### config.mk
export PLATFORM = sky130hd
export DESIGN_NAME = rect_fill_pixel_writer
export DESIGN_NICKNAME = d
export VERILOG_FILES = /design/src/rfpw_pkg.sv /design/src/rect_fill_pixel_writer.sv /design/src/rfpw_csr.sv
export SDC_FILE = /design/constraint.sdc
export NUM_CORES = 2
export LEC_CHECK = 0
export ABC_AREA = 1
export BUFFER_PORTS_ARGS = -buffer_cell sky130_fd_sc_hd__buf_4
export CAP_MARGIN = 10
export CORE_ASPECT_RATIO = 2
export CORE_MARGIN = 5
export CORE_UTILIZATION = 40
export DETAILED_ROUTE_END_ITERATION = 8
export GPL_TIMING_DRIVEN = 0
export PLACE_DENSITY = 0.68
export SLEW_MARGIN = 15
export SYNTH_ARGS = -nofsm -noshare
export SYNTH_HDL_FRONTEND = slang
export SYNTH_SLANG_ARGS = --single-unit
### constraint.sdc
create_clock -name clock -period 9 [get_ports clock]
set_input_delay 0.9 -clock clock [delete_from_list [all_inputs] [get_ports clock]]
set_output_delay 0.9 -clock clock [all_outputs]
set_load 0.02 [all_outputs]
### src/rfpw_pkg.sv
// ----------------------------------------------------------------------------
// rfpw_pkg
// Shared types and constants of the rectangle fill pixel writer: field widths,
// result kinds, operation codes, register indexes and the configuration bundle.
// ----------------------------------------------------------------------------
`default_nettype none

package rfpw_pkg;

   // Coordinate width; every coordinate-derived width follows from it.
   localparam int COORD_BITS   = 16;
   localparam int STOP_BITS    = COORD_BITS + 1;
   localparam int PITCH_BITS   = 18;
   localparam int OFFSET_BITS  = 34;
   localparam int XBYTES_BITS  = COORD_BITS + 2;
   localparam int PROD_BITS    = COORD_BITS + PITCH_BITS;
   localparam int COLOR_BITS   = 32;
   localparam int BE_BITS      = 4;
   localparam int KIND_BITS    = 2;

   // Configuration port.
   localparam int CSR_DATA_BITS = 32;
   localparam int CSR_ADDR_BITS = 5;

   // Stream payload widths.
   localparam int REQ_DATA_BITS = 4 * COORD_BITS + COLOR_BITS;
   localparam int RSP_PAYLOAD   = OFFSET_BITS + COLOR_BITS + BE_BITS;
   localparam int RSP_DATA_BITS = ((RSP_PAYLOAD + 7) / 8) * 8;

   localparam logic [BE_BITS-1:0]    BE_FOUR_BYTES  = 4'hF;
   localparam logic [BE_BITS-1:0]    BE_THREE_BYTES = 4'h7;
   localparam logic [XBYTES_BITS-1:0] STEP_FOUR     = XBYTES_BITS'(4);
   localparam logic [XBYTES_BITS-1:0] STEP_THREE    = XBYTES_BITS'(3);

   typedef enum logic [KIND_BITS-1:0] {
      KIND_WRITE  = 2'd0,
      KIND_REJECT = 2'd1,
      KIND_EMPTY  = 2'd2
   } kind_type;

   typedef enum logic {
      OP_START = 1'b0,
      OP_STEP  = 1'b1
   } op_type;

   typedef enum logic [2:0] {
      REG_SCREEN_WIDTH  = 3'd0,
      REG_SCREEN_HEIGHT = 3'd1,
      REG_ROW_PITCH     = 3'd2,
      REG_FOUR_BYTE     = 3'd3,
      REG_ENABLED       = 3'd4
   } reg_index_type;

   typedef struct packed {
      logic [COORD_BITS-1:0] screen_width;
      logic [COORD_BITS-1:0] screen_height;
      logic [PITCH_BITS-1:0] row_pitch;
      logic                  four_byte_pixels;
      logic                  enabled;
   } cfg_type;

endpackage

`default_nettype wire

### src/rect_fill_pixel_writer.sv
// ----------------------------------------------------------------------------
// rect_fill_pixel_writer
// Rectangle fill engine for a linear framebuffer: clips a rectangle to the
// screen and then issues one pixel write for each step item.
// ----------------------------------------------------------------------------
// Usage: configure the screen size, row pitch, pixel format and enable bit
// through the csr_ port while no item is in flight. Send a start item
// (req_tuser = start) carrying origin, size and colour; it yields a single
// reject or empty-done item, or nothing when the clipped area is stored.
// Each following step item (req_tuser = step) yields the next pixel write in
// row-major order, with rsp_tlast set on the final write of the fill. A step
// while no fill is active yields nothing; a start always cancels a fill.
// rsp_tvalid rises once a result is registered, so a result passes through
// one input register, which also holds the origin_y times row_pitch product,
// and one result register. Throughput is one item per cycle while the receiver
// takes each result; the loop that sets it is the fill state update, a single
// add-and-compare of the column and row counters.
// When the receiver stalls, the result register holds its item and items that
// give no result still pass through the input register; once the input
// register holds an item with a result, req_tready falls until the waiting
// result is taken. Reset clears the configuration (four-byte pixels,
// disabled), ends any fill in progress and empties both registers.
// ----------------------------------------------------------------------------
`default_nettype none

module rect_fill_pixel_writer
   import rfpw_pkg::*;
(
   input  wire logic                     clock,
   input  wire logic                     reset,
   // Request stream.
   input  wire logic                     req_tvalid,
   output logic                          req_tready,
   // tdata from bit 0: origin_x, origin_y, rect_width, rect_height, fill_color
   input  wire logic [REQ_DATA_BITS-1:0] req_tdata,
   // tuser: opcode
   input  wire logic                     req_tuser,
   // Result stream.
   output logic                          rsp_tvalid,
   input  wire logic                     rsp_tready,
   // tdata from bit 0: byte_offset, write_data, byte_enables, zero padding
   output logic      [RSP_DATA_BITS-1:0] rsp_tdata,
   // tuser: kind
   output logic      [KIND_BITS-1:0]     rsp_tuser,
   output logic                          rsp_tlast,
   // Configuration port.
   input  wire logic                     csr_psel,
   input  wire logic                     csr_penable,
   input  wire logic                     csr_pwrite,
   input  wire logic [CSR_ADDR_BITS-1:0] csr_paddr,
   input  wire logic [CSR_DATA_BITS-1:0] csr_pwdata,
   output logic      [CSR_DATA_BITS-1:0] csr_prdata,
   output logic                          csr_pready
);

   cfg_type cfg;

   rfpw_csr u_csr (
      .clock       (clock),
      .reset       (reset),
      .csr_psel    (csr_psel),
      .csr_penable (csr_penable),
      .csr_pwrite  (csr_pwrite),
      .csr_paddr   (csr_paddr),
      .csr_pwdata  (csr_pwdata),
      .csr_prdata  (csr_prdata),
      .csr_pready  (csr_pready),
      .cfg         (cfg)
   );

   // ------------------------------------------------------------------
   // Input register. The row product and the column byte offset of the
   // origin are formed here so that the fill stage only has to add.
   // ------------------------------------------------------------------
   logic                   in_valid_ff;
   op_type                 in_op_ff;
   logic [COORD_BITS-1:0]  in_x_ff;
   logic [COORD_BITS-1:0]  in_y_ff;
   logic [COORD_BITS-1:0]  in_w_ff;
   logic [COORD_BITS-1:0]  in_h_ff;
   logic [COLOR_BITS-1:0]  in_color_ff;
   logic [OFFSET_BITS-1:0] in_row_offset_ff;
   logic [XBYTES_BITS-1:0] in_x3_ff;

   logic [COORD_BITS-1:0]  req_x;
   logic [COORD_BITS-1:0]  req_y;
   logic [PROD_BITS-1:0]   req_prod;
   logic                   req_fire;
   logic                   stage_fire;

   assign req_x    = req_tdata[COORD_BITS-1:0];
   assign req_y    = req_tdata[2*COORD_BITS-1:COORD_BITS];
   assign req_prod = PROD_BITS'(req_y) * PROD_BITS'(cfg.row_pitch);
   assign req_fire = req_tvalid && req_tready;

   // The input register may refill in the same cycle that it drains.
   assign req_tready = !in_valid_ff || stage_fire;

   always_ff @(posedge clock) begin
      if (reset) begin
         in_valid_ff <= 1'b0;
      end else if (req_fire) begin
         in_valid_ff <= 1'b1;
      end else if (stage_fire) begin
         in_valid_ff <= 1'b0;
      end
   end

   always_ff @(posedge clock) begin
      if (req_fire) begin
         in_op_ff         <= op_type'(req_tuser);
         in_x_ff          <= req_x;
         in_y_ff          <= req_y;
         in_w_ff          <= req_tdata[3*COORD_BITS-1:2*COORD_BITS];
         in_h_ff          <= req_tdata[4*COORD_BITS-1:3*COORD_BITS];
         in_color_ff      <= req_tdata[4*COORD_BITS+COLOR_BITS-1:4*COORD_BITS];
         in_row_offset_ff <= OFFSET_BITS'(req_prod);
         in_x3_ff         <= {2'b00, req_x} + {1'b0, req_x, 1'b0};
      end
   end

   // ------------------------------------------------------------------
   // Fill state.
   // ------------------------------------------------------------------
   logic                   busy_ff,         busy_in;
   logic [COORD_BITS-1:0]  cur_column_ff,   cur_column_in;
   logic [COORD_BITS-1:0]  cur_row_ff,      cur_row_in;
   logic [COORD_BITS-1:0]  first_column_ff, first_column_in;
   logic [XBYTES_BITS-1:0] first_x3_ff,     first_x3_in;
   logic [STOP_BITS-1:0]   stop_column_ff,  stop_column_in;
   logic [STOP_BITS-1:0]   stop_row_ff,     stop_row_in;
   logic [OFFSET_BITS-1:0] row_offset_ff,   row_offset_in;
   logic [OFFSET_BITS-1:0] pixel_offset_ff, pixel_offset_in;
   logic [COLOR_BITS-1:0]  held_color_ff,   held_color_in;

   // Result register.
   logic                   out_valid_ff;
   kind_type               out_kind_ff,     out_kind_in;
   logic [OFFSET_BITS-1:0] out_offset_ff,   out_offset_in;
   logic [COLOR_BITS-1:0]  out_data_ff,     out_data_in;
   logic [BE_BITS-1:0]     out_be_ff,       out_be_in;
   logic                   out_last_ff,     out_last_in;

   // Start decode.
   logic [STOP_BITS-1:0]   end_x;
   logic [STOP_BITS-1:0]   end_y;
   logic [STOP_BITS-1:0]   clip_x;
   logic [STOP_BITS-1:0]   clip_y;
   logic                   start_reject;
   logic                   start_empty;

   // Step decode.
   logic [COORD_BITS-1:0]  column_inc;
   logic [COORD_BITS-1:0]  row_inc;
   logic                   column_wrap;
   logic                   row_done;
   logic                   step_last;
   logic [XBYTES_BITS-1:0] pixel_step;
   logic [XBYTES_BITS-1:0] first_bytes;
   logic [XBYTES_BITS-1:0] origin_bytes;
   logic [OFFSET_BITS-1:0] next_row_offset;

   logic                   has_result;

   assign end_x  = {1'b0, in_x_ff} + {1'b0, in_w_ff};
   assign end_y  = {1'b0, in_y_ff} + {1'b0, in_h_ff};
   assign clip_x = (end_x > {1'b0, cfg.screen_width})  ? {1'b0, cfg.screen_width}  : end_x;
   assign clip_y = (end_y > {1'b0, cfg.screen_height}) ? {1'b0, cfg.screen_height} : end_y;

   assign start_reject = !cfg.enabled || (in_x_ff >= cfg.screen_width)
                         || (in_y_ff >= cfg.screen_height);
   assign start_empty  = (clip_x <= {1'b0, in_x_ff}) || (clip_y <= {1'b0, in_y_ff});

   assign pixel_step   = cfg.four_byte_pixels ? STEP_FOUR : STEP_THREE;
   assign first_bytes  = cfg.four_byte_pixels ? {first_column_ff, 2'b00} : first_x3_ff;
   assign origin_bytes = cfg.four_byte_pixels ? {in_x_ff, 2'b00} : in_x3_ff;

   assign column_inc  = cur_column_ff + COORD_BITS'(1);
   assign row_inc     = cur_row_ff + COORD_BITS'(1);
   assign column_wrap = (column_inc == '0) || ({1'b0, column_inc} >= stop_column_ff);
   assign row_done    = (row_inc == '0) || ({1'b0, row_inc} >= stop_row_ff);
   assign step_last   = column_wrap && row_done;
   assign next_row_offset = row_offset_ff + OFFSET_BITS'(cfg.row_pitch);

   // A start that is stored yields nothing, and so does a step while idle.
   assign has_result = (in_op_ff == OP_START) ? (start_reject || start_empty) : busy_ff;

   // The item in the input register is consumed unless its result would
   // overwrite a result that the receiver has not yet taken.
   assign stage_fire = in_valid_ff && (!has_result || !out_valid_ff || rsp_tready);

   always_comb begin
      busy_in         = busy_ff;
      cur_column_in   = cur_column_ff;
      cur_row_in      = cur_row_ff;
      first_column_in = first_column_ff;
      first_x3_in     = first_x3_ff;
      stop_column_in  = stop_column_ff;
      stop_row_in     = stop_row_ff;
      row_offset_in   = row_offset_ff;
      pixel_offset_in = pixel_offset_ff;
      held_color_in   = held_color_ff;

      out_kind_in   = KIND_WRITE;
      out_offset_in = '0;
      out_data_in   = '0;
      out_be_in     = '0;
      out_last_in   = 1'b1;

      if (stage_fire) begin
         unique case (in_op_ff)
            OP_START: begin
               // Any start cancels the fill in progress.
               busy_in = 1'b0;
               if (start_reject) begin
                  out_kind_in = KIND_REJECT;
               end else if (start_empty) begin
                  out_kind_in = KIND_EMPTY;
               end else begin
                  busy_in         = 1'b1;
                  cur_column_in   = in_x_ff;
                  cur_row_in      = in_y_ff;
                  first_column_in = in_x_ff;
                  first_x3_in     = in_x3_ff;
                  stop_column_in  = clip_x;
                  stop_row_in     = clip_y;
                  held_color_in   = in_color_ff;
                  row_offset_in   = in_row_offset_ff;
                  pixel_offset_in = in_row_offset_ff + OFFSET_BITS'(origin_bytes);
               end
            end
            OP_STEP: begin
               if (busy_ff) begin
                  out_kind_in   = KIND_WRITE;
                  out_offset_in = pixel_offset_ff;
                  out_last_in   = step_last;
                  if (cfg.four_byte_pixels) begin
                     out_data_in = held_color_ff;
                     out_be_in   = BE_FOUR_BYTES;
                  end else begin
                     // Three-byte pixels leave the top byte clear.
                     out_data_in = {8'h00, held_color_ff[23:0]};
                     out_be_in   = BE_THREE_BYTES;
                  end
                  if (!column_wrap) begin
                     cur_column_in   = column_inc;
                     pixel_offset_in = pixel_offset_ff + OFFSET_BITS'(pixel_step);
                  end else begin
                     cur_column_in   = first_column_ff;
                     cur_row_in      = row_inc;
                     row_offset_in   = next_row_offset;
                     pixel_offset_in = next_row_offset + OFFSET_BITS'(first_bytes);
                     if (row_done) begin
                        busy_in = 1'b0;
                     end
                  end
               end
            end
            default: begin
               busy_in = busy_ff;
            end
         endcase
      end
   end

   always_ff @(posedge clock) begin
      if (reset) begin
         busy_ff <= 1'b0;
      end else begin
         busy_ff <= busy_in;
      end
   end

   always_ff @(posedge clock) begin
      cur_column_ff   <= cur_column_in;
      cur_row_ff      <= cur_row_in;
      first_column_ff <= first_column_in;
      first_x3_ff     <= first_x3_in;
      stop_column_ff  <= stop_column_in;
      stop_row_ff     <= stop_row_in;
      row_offset_ff   <= row_offset_in;
      pixel_offset_ff <= pixel_offset_in;
      held_color_ff   <= held_color_in;
   end

   // ------------------------------------------------------------------
   // Result register.
   // ------------------------------------------------------------------
   logic out_load;

   assign out_load = stage_fire && has_result;

   always_ff @(posedge clock) begin
      if (reset) begin
         out_valid_ff <= 1'b0;
      end else if (out_load) begin
         out_valid_ff <= 1'b1;
      end else if (rsp_tready) begin
         out_valid_ff <= 1'b0;
      end
   end

   always_ff @(posedge clock) begin
      if (out_load) begin
         out_kind_ff   <= out_kind_in;
         out_offset_ff <= out_offset_in;
         out_data_ff   <= out_data_in;
         out_be_ff     <= out_be_in;
         out_last_ff   <= out_last_in;
      end
   end

   assign rsp_tvalid = out_valid_ff;
   assign rsp_tuser  = out_kind_ff;
   assign rsp_tlast  = out_last_ff;
   assign rsp_tdata  = RSP_DATA_BITS'({out_be_ff, out_data_ff, out_offset_ff});

   // ------------------------------------------------------------------
   // Assertions.
   // ------------------------------------------------------------------
   a_cursor_in_area: assert property (@(posedge clock) disable iff (reset)
      busy_ff |-> (cur_column_ff >= first_column_ff)
                  && ({1'b0, cur_column_ff} < stop_column_ff)
                  && ({1'b0, cur_row_ff} < stop_row_ff))
      else $error("fill cursor outside the clipped area");

   a_busy_ends: assert property (@(posedge clock) disable iff (reset)
      $fell(busy_ff) |-> $past(stage_fire && ((in_op_ff == OP_START) || step_last)))
      else $error("fill ended without a start or a last write");

   a_status_is_last: assert property (@(posedge clock) disable iff (reset)
      (out_valid_ff && (out_kind_ff != KIND_WRITE)) |-> out_last_ff)
      else $error("reject or empty-done item without last");

   a_write_enables: assert property (@(posedge clock) disable iff (reset)
      (out_valid_ff && (out_kind_ff == KIND_WRITE))
         |-> ((out_be_ff == BE_FOUR_BYTES) || (out_be_ff == BE_THREE_BYTES)))
      else $error("pixel write with bad byte enables");

   a_no_overrun: assert property (@(posedge clock) disable iff (reset)
      (out_valid_ff && !rsp_tready) |-> !out_load)
      else $error("result register overwritten while stalled");

endmodule

`default_nettype wire

### src/rfpw_csr.sv
// ----------------------------------------------------------------------------
// rfpw_csr
// Configuration registers of the fill engine behind a simple APB-style port.
// ----------------------------------------------------------------------------
`default_nettype none

module rfpw_csr
   import rfpw_pkg::*;
(
   input  wire logic                     clock,
   input  wire logic                     reset,
   input  wire logic                     csr_psel,
   input  wire logic                     csr_penable,
   input  wire logic                     csr_pwrite,
   input  wire logic [CSR_ADDR_BITS-1:0] csr_paddr,
   input  wire logic [CSR_DATA_BITS-1:0] csr_pwdata,
   output logic      [CSR_DATA_BITS-1:0] csr_prdata,
   output logic                          csr_pready,
   output cfg_type                       cfg
);

   cfg_type       cfg_ff;
   cfg_type       cfg_in;
   reg_index_type index;
   logic          write_strobe;

   assign csr_pready   = 1'b1;
   assign index        = reg_index_type'(csr_paddr[CSR_ADDR_BITS-1:2]);
   assign write_strobe = csr_psel && csr_penable && csr_pwrite && csr_pready;

   always_comb begin
      cfg_in = cfg_ff;
      if (write_strobe) begin
         unique case (index)
            REG_SCREEN_WIDTH:  cfg_in.screen_width     = csr_pwdata[COORD_BITS-1:0];
            REG_SCREEN_HEIGHT: cfg_in.screen_height    = csr_pwdata[COORD_BITS-1:0];
            REG_ROW_PITCH:     cfg_in.row_pitch        = csr_pwdata[PITCH_BITS-1:0];
            REG_FOUR_BYTE:     cfg_in.four_byte_pixels = csr_pwdata[0];
            REG_ENABLED:       cfg_in.enabled          = csr_pwdata[0];
            default:           cfg_in = cfg_ff;
         endcase
      end
   end

   always_ff @(posedge clock) begin
      if (reset) begin
         cfg_ff.screen_width     <= '0;
         cfg_ff.screen_height    <= '0;
         cfg_ff.row_pitch        <= '0;
         cfg_ff.four_byte_pixels <= 1'b1;
         cfg_ff.enabled          <= 1'b0;
      end else begin
         cfg_ff <= cfg_in;
      end
   end

   always_comb begin
      unique case (index)
         REG_SCREEN_WIDTH:  csr_prdata = CSR_DATA_BITS'(cfg_ff.screen_width);
         REG_SCREEN_HEIGHT: csr_prdata = CSR_DATA_BITS'(cfg_ff.screen_height);
         REG_ROW_PITCH:     csr_prdata = CSR_DATA_BITS'(cfg_ff.row_pitch);
         REG_FOUR_BYTE:     csr_prdata = CSR_DATA_BITS'(cfg_ff.four_byte_pixels);
         REG_ENABLED:       csr_prdata = CSR_DATA_BITS'(cfg_ff.enabled);
         default:           csr_prdata = '0;
      endcase
   end

   assign cfg = cfg_ff;

endmodule

`default_nettype wire
### After elaboration in Yosys (flattened, before gate mapping)

Cells that the tools add are included.

* add/sub/neg operators: 9
* multiply operators: 1
* $lt $le $gt $ge: 8
* equality and inequality tests: 8
* multiplexer cells: 41
* bitwise gates (word level): 3
* reduce and logical (&&, ||, !) cells: 34

Operators with widths (number)
* $mux W34: 8
* $pmux W34 S2: 2
* $mux W16: 8
* $add A34 B18 Y34: 3
* $pmux W18 S5: 1
* $pmux W16 S2: 2
* $mux W18: 2
* $add A16 B16 Y17: 2
* $add A34 B3 Y34: 1
* $ge A16 B17 Y1: 2
* $gt A17 B16 Y1: 2
* $le A17 B16 Y1: 2
* $mul A16 B18 Y34: 1
* $mux W17: 2
* $add A16 B1 Y16 const B: 2
* $ge A16 B16 Y1: 2
* $logic_not A16 Y1: 2
* $add A16 B17 Y18: 1
* $reduce_and A4 Y1: 3
* $mux W1: 10
* $reduce_and A2 Y1: 5
* $logic_or A1 B1 Y1: 9
* $eq A3 B2 Y1 const B: 2
* $logic_and A1 B1 Y1: 6
* other kinds (15): 24

* register bits: 477
* output and inout bits: 110
* logic and storage cells: 135

### Depth between registers and ports, before layout

* word-level depth: 14
* depth in mapped cells: 38
* depth with buffers taken out: 37

### Hierarchy

From an unflattened synthesis, not the netlist that was laid out.

* cell total of the unflattened synthesis: 4699
* area total of the unflattened synthesis: 38883.5 µm²

Modules (own cells, without submodules)
* rect_fill_pixel_writer: instances 1, cells an instance 4287, area each 36271.0 µm², sequential area each 12612.1 µm²
* rfpw_csr: instances 1, cells an instance 412, area each 2612.5 µm², sequential area each 1041.0 µm²

### Worst setup path before layout

Ideal clock, no wire load.

* path type: reg2reg
* start: reg in_x_ff[0]
* end: reg cur_row_ff[0], enable pin
* library setup time: 527 ps
* data arrival time: 8271 ps
* setup slack: 202 ps
* stages on the path, launching flop included: 35
* buffers on the path: 2
* period minus slack after synthesis: 8798 ps
* cells stage by stage: edfxtp_1 > ha_1 > fa_1 > nand3_1 > nand3_1 > nand2_1 > o211ai_1 > nand3_1 > nor2_1 > nor2_1 > o21bai_1 > xor2_1 > ha_1 > nand2_1 > inv_1 > nand4_1 > nor3_1 > nand3b_1 > nand3_1 > nand2_1 > buf_2 > nand2_1 > o21ai_0 > ha_1 > inv_1 > nor3_1 > nand4_1 > nor3_1 > nor2_1 > nor2_1 > nand3_1 > nand3b_1 > nand4_1 > buf_2 > o21ai_0

* cells in the longest elaborated chain, start to end: 12
* elaborated cells between the ends (all ways): 17
* classes of those cells: add/sub (1); order compare (3); eq/ne (2); mux (2); reduce/logical (9)

Ends and longest elaborated chain
* start: declaration: line rect_fill_pixel_writer.sv:77 `logic [COORD_BITS-1:0] in_x_ff;`
* start signal: assignment: line rect_fill_pixel_writer.sv:112 `in_x_ff <= req_x;`
* $add A16 B16 Y17 *: line rect_fill_pixel_writer.sv:165 `assign end_x = {1'b0, in_x_ff} + {1'b0, in_w_ff};`
* $gt A17 B16 Y1: line rect_fill_pixel_writer.sv:167 `assign clip_x = (end_x > {1'b0, cfg.screen_width}) ? {1'b0, cfg.screen_width} : end_x;`
* $mux W17 *: line rect_fill_pixel_writer.sv:167
* net clip_x[8]: line rect_fill_pixel_writer.sv:147 `logic [STOP_BITS-1:0] clip_x;`
* $le A17 B16 Y1 *: line rect_fill_pixel_writer.sv:172 `assign start_empty = (clip_x <= {1'b0, in_x_ff}) || (clip_y <= {1'b0, in_y_ff});`
* $logic_or A1 B1 Y1 *: line rect_fill_pixel_writer.sv:172
* $logic_or A1 B1 Y1: line rect_fill_pixel_writer.sv:186 `assign has_result = (in_op_ff == OP_START) ? (start_reject || start_empty) : busy_ff;`
* $mux W1: line rect_fill_pixel_writer.sv:186
* $logic_not A1 Y1: line rect_fill_pixel_writer.sv:190 `assign stage_fire = in_valid_ff && (!has_result || !out_valid_ff || rsp_tready);`
* $logic_or A1 B1 Y1 (2 in series): line rect_fill_pixel_writer.sv:190
* $logic_and A1 B1 Y1: line rect_fill_pixel_writer.sv:190
* $reduce_and A5 Y1 (no line) *
* end signal: assignment: line rect_fill_pixel_writer.sv:276 `cur_row_ff <= cur_row_in;`
* end: declaration: line rect_fill_pixel_writer.sv:127 `logic [COORD_BITS-1:0] cur_row_ff, cur_row_in;`

The timed path passes the listed nets; every way through them passes the cells marked *.
A chain may end at the register's enable or synchronous reset.

### Worst setup path after layout

* start: reg in_x_ff[0]
* end: out req_tready

* cells in the longest elaborated chain, start to end: 12
* elaborated cells between the ends (all ways): 15
* classes of those cells: add/sub (1); order compare (3); mux (2); reduce/logical (9)

Ends and longest elaborated chain
* $add A16 B16 Y17 *: line rect_fill_pixel_writer.sv:165
* $gt A17 B16 Y1: line rect_fill_pixel_writer.sv:167
* $mux W17 *: line rect_fill_pixel_writer.sv:167
* net clip_x[12]: line rect_fill_pixel_writer.sv:147
* $le A17 B16 Y1 *: line rect_fill_pixel_writer.sv:172
* $logic_or A1 B1 Y1 *: line rect_fill_pixel_writer.sv:172
* $logic_or A1 B1 Y1 *: line rect_fill_pixel_writer.sv:186
* $mux W1 *: line rect_fill_pixel_writer.sv:186
* $logic_not A1 Y1 *: line rect_fill_pixel_writer.sv:190
* $logic_or A1 B1 Y1 * (2 in series): line rect_fill_pixel_writer.sv:190
* $logic_and A1 B1 Y1 *: line rect_fill_pixel_writer.sv:190
* $logic_or A1 B1 Y1 *: line rect_fill_pixel_writer.sv:97 `assign req_tready = !in_valid_ff || stage_fire;`
* end: declaration: line rect_fill_pixel_writer.sv:33 `output logic req_tready,`

Marked as above.

==> flow_metrics.env <==
export IMPL_grt_max_degree=105
export IMPL_worstReg2RegEnd="cur_column_ff[9]"
export IMPL_initial_core_util_pct=40.1
export IMPL_hpwl_um=113000
export IMPL_die_y_um=449
export IMPL_worstMarginPinSlew_ns=1.33
export IMPL_place_gp_congestion=1.02
export IMPL_synth_area_um2=38500
export IMPL_cts_clk_slew_worst_paths_ns=0.07
export IMPL_final_cell_mix="nand2_1, inv_1, edfxtp_1"
export IMPL_cp_arrival_ns=7.27
export IMPL_port_buffers=217
export IMPL_rr_startpoint="in_x_ff[0]"
export IMPL_synthArstFlopShare_pct=0
export IMPL_slowest_stage="nor2_1"
export IMPL_final_core_utilization_pct=45.2
export IMPL_seq_area_frac_synth_pct=35.4
export IMPL_dieWidth_um=230
export IMPL_hold_path_end="held_color_ff[20]"
export IMPL_synth_top_area_share_pct=32.6
export IMPL_hold_violations=0
export IMPL_layout_drive_gt1_share_pct=7.91
export IMPL_cp_max_fo=10
export IMPL_synth_ff_type="edfxtp_1"
export IMPL_synth_seq_cells=473
export IMPL_routed_wl_um=133000
export IMPL_synth_avg_cell_area_um2=8.41
export IMPL_cts_repair_resized=0
export IMPL_grt_usage_pct=25.2
export IMPL_critical_path_class="flop to output pin"
export IMPL_core_um2=96100
export IMPL_drv_cap=0
export IMPL_synth_cell_types=57
export IMPL_yosys_warnings=0
export IMPL_synth_area_leader_cell="edfxtp_1"
export IMPL_worst_path_largest_cell_delay_ns=0.83
export IMPL_crit_path_end_kind="output pin"
export IMPL_ir_drop_v=0.000120
export IMPL_status="finished clean"
export IMPL_die_area_um2=103000
export IMPL_clkSinkCount=473
export IMPL_postCtsSetupBuffers=0
export IMPL_rows=161
export IMPL_hold_buffers=0
export IMPL_grt_pass1_vias=33400
export IMPL_routed_via_density=5.23
export IMPL_critPathMostFrequentCell="nand3_1"
export IMPL_cts_max_path_buffers=3
export IMPL_clk_latency_ns=0.64
export IMPL_slew_headroom_pct=11.2
export IMPL_antenna_found_initial=12
export IMPL_pin_count=251
export IMPL_fin_tns_setup_ns=0
export IMPL_numCtsBuffers=43
export IMPL_mostFrequentLayoutCell="nand2_1"
export IMPL_r2r_cells=34
export IMPL_design_area_um2=43400
export IMPL_grt_remaining_overflow=0
export IMPL_finalMaxSlewViolations=0
export IMPL_critPathLaunchType="flop"
export IMPL_area_growth_pct=12.6
export IMPL_setup_violations=0
export IMPL_drtIter0Drc=1934
export IMPL_clockRootBuffer="clkbuf_16"
export IMPL_grt_pass1_wl_um=196000
export IMPL_fin_crit_ns=8.17
export IMPL_reg2reg_slack_ns=1.01
export IMPL_via_count=32100
export IMPL_p_leak_nw=20.2
export IMPL_rsz0062_at_grt="false"
export IMPL_post_route_period_util_pct=90.8
export IMPL_ant_nets=0
export IMPL_yosys_top_cells_area="edfxtp_1, fa_1, ha_1"
export IMPL_dp_cells=6049
export IMPL_hp_class="flop to flop"
export IMPL_min_path_cells=0
export IMPL_first_pass_iters=8
export IMPL_finalNetCount=5585
export IMPL_wl_per_cell_um=21.7
export IMPL_power_density_nw_per_um2=123
export IMPL_cts_tree="built"
export IMPL_drc=0
export IMPL_worstHoldStart="in_color_ff[20]"
export IMPL_fmax_mhz=122
export IMPL_synth_enable_flop_cells=418
export IMPL_timing_hold_ws_ns=0.421
export IMPL_finClkSkew_ns=0.0526
export IMPL_stdcell_count=6136
export IMPL_synth_cells=4586
export IMPL_required_ns=8.10
export IMPL_dpl_instance_area_um2=42000
export IMPL_htree_levels=2
-- routing by layer --
| metal | track usage (%) | part of all wire, % | routed length, µm | vias up |
|---|---|---|---|---|
| met4 | 24.4 | 12 | 16200 | 12 |
| met1 | 24.0 | 33 | 43600 | 15100 |
| met3 | 3.18 | 4.8 | 6340 | 450 |
| li1 | - | - | - | 15400 |
| met2 | 45.7 | 50 | 67200 | 1145 |
| met5 | 0 | 0.059 | 79 | - |
-- synthesized netlist by cell type, types with 7 or more instances --
cell	instances
o2111ai_1	7
o22ai_1	10
nor3_1	54
nand3b_1	9
a21oi_1	257
nand4_1	72
nand3_1	130
buf_6	7
edfxtp_1	418
a21o_1	11
xnor2_1	34
o21bai_1	18
inv_1	823
clkbuf_1	111
fa_1	229
xor2_1	123
nand2_2	11
nand2_1	1076
o221ai_1	18
buf_2	8
buf_1	10
nor2_2	9
a31oi_1	8
ha_1	343
dfxtp_1	55
o21a_1	7
or2_2	7
nor4_1	14
nor2_1	328
buf_4	20
o211ai_1	13
o21ai_0	262
o21ai_1	32
-- cell families after synthesis --
group           share of synthesized area [%]
flops                                    35.4
fa+ha+maj                                23.0
buf+inv                                  9.97
other cells                            0.0195
compound gates                           9.46
simple gates                             18.5
xor+xnor                                 3.61
-- area by class of cell --
| class | instances | area, µm² |
|---|---|---|
| Antenna cell | 8 | 20.0 |
| Fill cell | 9448 | 52700 |
| Sequential cell | 473 | 13700 |
| Clock buffer | 49 | 1120 |
| Tap cell | 1222 | 1530 |
| Timing Repair Buffer | 224 | 1790 |
| Inverter | 831 | 3130 |
| Buffer | 156 | 723 |
| Multi-Input combinational cell | 3143 | 21100 |
| Clock inverter | 30 | 310 |
-- worst max-delay path by stage --
stage | startpoint | to | slack [ns] | cells after the start
floorplan | in_x_ff[0] | cur_row_ff[0] | 0.20 | 34
global placement | in_y_ff[4] | row_offset_ff[5] | -3.65 | 31
detailed placement | in_x_ff[0] | cur_column_ff[13] | 0.91 | 34
CTS | in_x_ff[0] | req_tready | 0.71 | 33
global route | in_x_ff[0] | req_tready | 0.15 | 33
finish | in_x_ff[0] | req_tready | 0.83 | 33
-- worst max-delay path: cells and delay by family, from the launching register on --
kind            cells  cell delay [ns]
fa+ha+maj           4             1.33
buf+inv             4             0.58
xor+xnor            1             0.17
flops               1             0.51
compound gates      6             1.08
simple gates       18             2.99
-- per-stage QoR --
step,worst slack (ns),power (mW)
floorplan,0.202,3.12
global placement,-3.65,3.44
detailed placement,0.911,3.46
CTS,0.710,5.39
global route,0.151,5.56
finish,0.830,5.36
-- state kept, by name (all words and copies together) (netlist names), 2 cells and up --
signal and cells:
rsp_tuser 2, in_row_offset_ff 34, in_y_ff 16, cur_column_ff 16
out_offset_ff 34, stop_column_ff 17, first_column_ff 16, in_x3_ff 17
row_offset_ff 34, out_be_ff 2, in_color_ff 32, out_data_ff 32
held_color_ff 32, pixel_offset_ff 34, stop_row_ff 17, in_x_ff 16
first_x3_ff 17, u_csr.cfg 52, cur_row_ff 16, in_h_ff 16
in_w_ff 16
-- power breakdown --
| group | total, mW | internal (mW) | switching [mW] |
|---|---|---|---|
| registers | 2.51 | 2.46 | 0.0498 |
| logic | 0.903 | 0.315 | 0.588 |
| clock network | 1.94 | 1.03 | 0.912 |
(Power assumes the default switching activity.)
